## src/bisf_ram.sv

```systemverilog
`timescale 1ns / 1ps
// Generic single-write, single-read RAM with registered read data.
// No dependencies.
module bisf_ram #(
	parameter int WIDTH = 8,
	parameter int DEPTH = 256
) (
	input  logic                     clk,
	input  logic                     we,
	input  logic [$clog2(DEPTH)-1:0] waddr,
	input  logic [WIDTH-1:0]         wdata,
	input  logic [$clog2(DEPTH)-1:0] raddr,
	output logic [WIDTH-1:0]         rdata
);
	logic [WIDTH-1:0] mem_q [DEPTH];

	always_ff @(posedge clk) begin
		if (we) begin
			mem_q[waddr] <= wdata;
		end
		rdata <= mem_q[raddr];
	end
endmodule

```

## config.mk

```make
export PLATFORM = sky130hd
export DESIGN_NAME = bisf_ram
export DESIGN_NICKNAME = d
export VERILOG_FILES = /design/src/bisf_ram.sv
export SDC_FILE = /design/constraint.sdc
export NUM_CORES = 2
export LEC_CHECK = 0
export BUFFER_PORTS_ARGS = -buffer_cell sky130_fd_sc_hd__buf_4
export CORE_ASPECT_RATIO = 1.2
export CORE_UTILIZATION = 25
export CTS_CLUSTER_SIZE = 20
export DETAILED_ROUTE_END_ITERATION = 8
export PLACE_DENSITY = 0.47
export SETUP_SLACK_MARGIN = 0.05
export SLEW_MARGIN = 40
export SYNTH_ARGS = -nofsm -noshare
export SYNTH_HDL_FRONTEND = slang
export SYNTH_SLANG_ARGS = --single-unit
```

## constraint.sdc

```tcl
create_clock -name clk -period 1.9 [get_ports clk]
set_clock_uncertainty 0.05 [all_clocks]
set_input_delay 0.095 -clock clk [delete_from_list [all_inputs] [get_ports clk]]
set_output_delay 0.095 -clock clk [all_outputs]
set_load 0.02 [all_outputs]
```

==> run_results.csv <==
group,metric,value,unit
critical_path,worst_setup_path_end_kind,"register",
power,power_density,969,nW/µm²
grt,grt_usage,0.139,
run_status,outcome,"finished with violations",
clock_network,clockRootBuffer,"clkbuf_16",
drt,drtIter0Drc,3347,
place,io_buffers,33,
job,maxCapViolations,0,
grt,globalRouteOverflowTotal,0,
logic_synthesis,synth-seq-cells,2056,
drt,routed_wl,224000,µm
grt,grt_start_max_net_pins,113,
critical_path,start_kind,"register",
cells_and_area,mostFrequentLayoutCell,"edfxtp_1",
logic_synthesis,syn_avg_cell_area,21.3,µm²
min_path,whs_path_depth,2,
logic_synthesis,ys.warnings.count,0,
logic_synthesis,ys_seq_area_frac,0.775,
sta,setup_violations,8,
clock_network,cts_max_level,4,
drt,firstDrtPassIters,7,
critical_path,cp_top_family,"simple AND/OR/NAND/NOR gates",
cells_and_area,final_cells,8909,
critical_path,r2r_start,"mem_q[24][2]",
critical_path,path_depth,7,
critical_path,cp_slowest_cell,"nor4_4",
cells_and_area,layout-drive-gt1-share,0.353,
run_status,violations,"setup timing",
critical_path,slowest_delay,500,ps
drt,vias,40300,
critical_path,arrival,2990,ps
power,leakage,31.1,nW
sta,slew_viol_final,0,
min_path,min_from,"wdata[5]",
sta,whs,76.5,ps
power,ir_drop,0.728,mV
logic_synthesis,synth_nets,3759,
critical_path,critical_path_buf_inv_count,2,
place,place_inst,8517,
sta,fmaxAchievable,440,MHz
grt,antenna_found_initial,16,
critical_path,path_max_fanout,1,
cells_and_area,regArea,61700,µm²
clock_network,clock_path_buffers,4,
critical_path,path_cells,"mux4_2 -> a22oi_2 -> a21oi_1 -> buf_4 -> nor4_4 -> buf_4 -> nor4_2",
grt,grt_pass1_wl,321000,µm
cells_and_area,final_cell_mix,"edfxtp_1, buf_4, mux4_2",
floorplan,die_area,320000,µm²
critical_path,regToRegEndpoint,"rdata[2]",
logic_synthesis,synth_edf_count,2048,
logic_synthesis,post_synth_num_cell_types,55,
sta,rsz0062_at_grt,"true",
sta,fin_crit_sh,1.20,
drt,postRouteAntennaNets,0,
critical_path,crit_required,2610,ps
clock_network,cts_sinks,2056,
critical_path,crit_top_cell,"buf_4",
clock_network,clk_pin_slew_worst_paths,60,ps
clock_network,clk_latency,890,ps
place,place.gp.congestion,0.812,
sta,finalHoldViolations,0,
floorplan,fp.coreArea,316000,µm²
floorplan,fp.dieH,620,µm
place,dp_hpwl,151000,µm
cells_and_area,nNetsFinal,4552,
sta,relSlewSlack,0.499,
sta,setup_slack,-374,ps
sta,period_needed,2270,ps
critical_path,ff2ff_path_depth,7,
floorplan,initial_utilization,0.252,
drt,route.detailed.drc,0,
logic_synthesis,synthArstFlopShare,0,
cells_and_area,n_fill_cell,30800,
floorplan,fp-row-count,226,
clock_network,tritoncts,"yes",
min_path,hold_path_class,"input port to register",
critical_path,r2r_slack,-370,ps
logic_synthesis,ys.flop_type,"edfxtp_1",
cells_and_area,multi_input_area,17200,µm²
floorplan,die-width,517,µm
floorplan,ios,34,
drt,routedWlPerCell,25.2,µm
clock_network,numCtsBuffers,206,
sta,tightest_slew,744,ps
logic_synthesis,netlist_area,79600,µm²
min_path,whs_endpoint,"mem_q[241][5]",
logic_synthesis,synthCells,3733,
drt,viasPerCell,4.52,
critical_path,critical_path_class,"register to register",
cells_and_area,syn_to_final_growth,23.3,%
grt,first_global_vias,42500,
==> through the flow <==
| stage | power (W) | worst slack (ps) | utilization | setup TNS [ps] | instance area, µm² |
|---|---|---|---|---|---|
| 5_1_grt | 0.0979 | -415 | 0.310 | -2620 | 98100 |
| 3_3_place_gp | 0.0567 | -1260 | 0.288 | -10110 | 90900 |
| 3_5_place_dp | 0.0568 | -1250 | 0.288 | -9460 | 91000 |
| 6_report | 0.0950 | -374 | 0.310 | -2200 | 98100 |
| 2_1_floorplan | 0.0535 | -63.8 | - | -40860 | 79900 |
| 4_1_cts | 0.0962 | -441 | 0.309 | -2520 | 97800 |
==> power breakdown <==
| group | switching [W] | internal (W) | total, W |
|---|---|---|---|
| registers | 0.000128 | 0.0500 | 0.0501 |
| logic | 0.00342 | 0.00238 | 0.00579 |
| clock network | 0.0173 | 0.0218 | 0.0391 |
==> timing repair <==
| action | CTS | global route |
|---|---|---|
| setup buffers | 0 | 3 |
| hold buffers | 21 | 0 |
| gates resized for setup | 74 | 46 |
| setup endpoints to repair | 13 | 132 |
| hold endpoints to repair | 2204 | 0 |
| pin swaps | 27 | 30 |
==> synthesized netlist by cell type, types with 31 or more instances <==
library cell  instances  share of area
mux2i_1             134          0.017
nor2_1              282          0.013
nand3_1              34         0.0021
mux4_2              454           0.13
a22oi_1             133          0.013
o221ai_1             46         0.0051
nor2b_1              31         0.0024
buf_2                31         0.0020
nand2_1              33         0.0016
a21oi_1              96         0.0060
clkbuf_1            111         0.0052
edfxtp_1           2048           0.77
==> worst register-to-register path, stage by stage, from the launching register on <==
cell	delay, ps
edfxtp_1	370
mux4_2	490
a22oi_2	220
a21oi_1	100
buf_4	170
nor4_4	510
buf_4	210
nor4_2	40
==> final cells by class <==
| class | count | share of cell area |
|---|---|---|
| antenna | 9 | 0.000230 |
| timing repair buffer | 818 | 0.0780 |
| clock inverter | 109 | 0.00927 |
| inverter | 2 | 0.0000765 |
| multi-input combinational | 1442 | 0.175 |
| sequential | 2056 | 0.629 |
| clock buffer | 255 | 0.0549 |
| tap | 4218 | 0.0538 |
==> how the worst max path moves through the flow <==
stage | from | end | slack, ps
5_1_grt | mem_q[83][3] | rdata[3] | -420
2_1_floorplan | raddr[0] | rdata[0] | -60
3_5_place_dp | raddr[0] | rdata[2] | -1250
4_1_cts | mem_q[83][3] | rdata[3] | -440
3_3_place_gp | raddr[0] | rdata[2] | -1260
6_report | mem_q[24][2] | rdata[2] | -370
==> metal layers <==
layer,up-vias,GRT usage,part of all wire
met4,2,0.0454,0.032
li1,17300,-,-
met2,892,0.250,0.52
met3,337,0.0176,0.038
met5,-,0,0.000045
met1,21700,0.172,0.41
==> cells by family (layout without fill, tap and decap cells) <==
| logic type | Yosys count | in the layout | synth area share |
|---|---|---|---|
| other cells | 0 | 9 | 0 |
| simple gates | 466 | 466 | 0.0263 |
| flops | 2056 | 2056 | 0.775 |
| buf+inv | 235 | 1184 | 0.0183 |
| mux | 591 | 591 | 0.146 |
| compound gates | 385 | 385 | 0.0342 |
==> state kept, by name (all words and copies together), names as in the netlist <==
name	flops
mem_q	2048
rdata	8
Note: power is estimated with default switching activity, not from simulation.
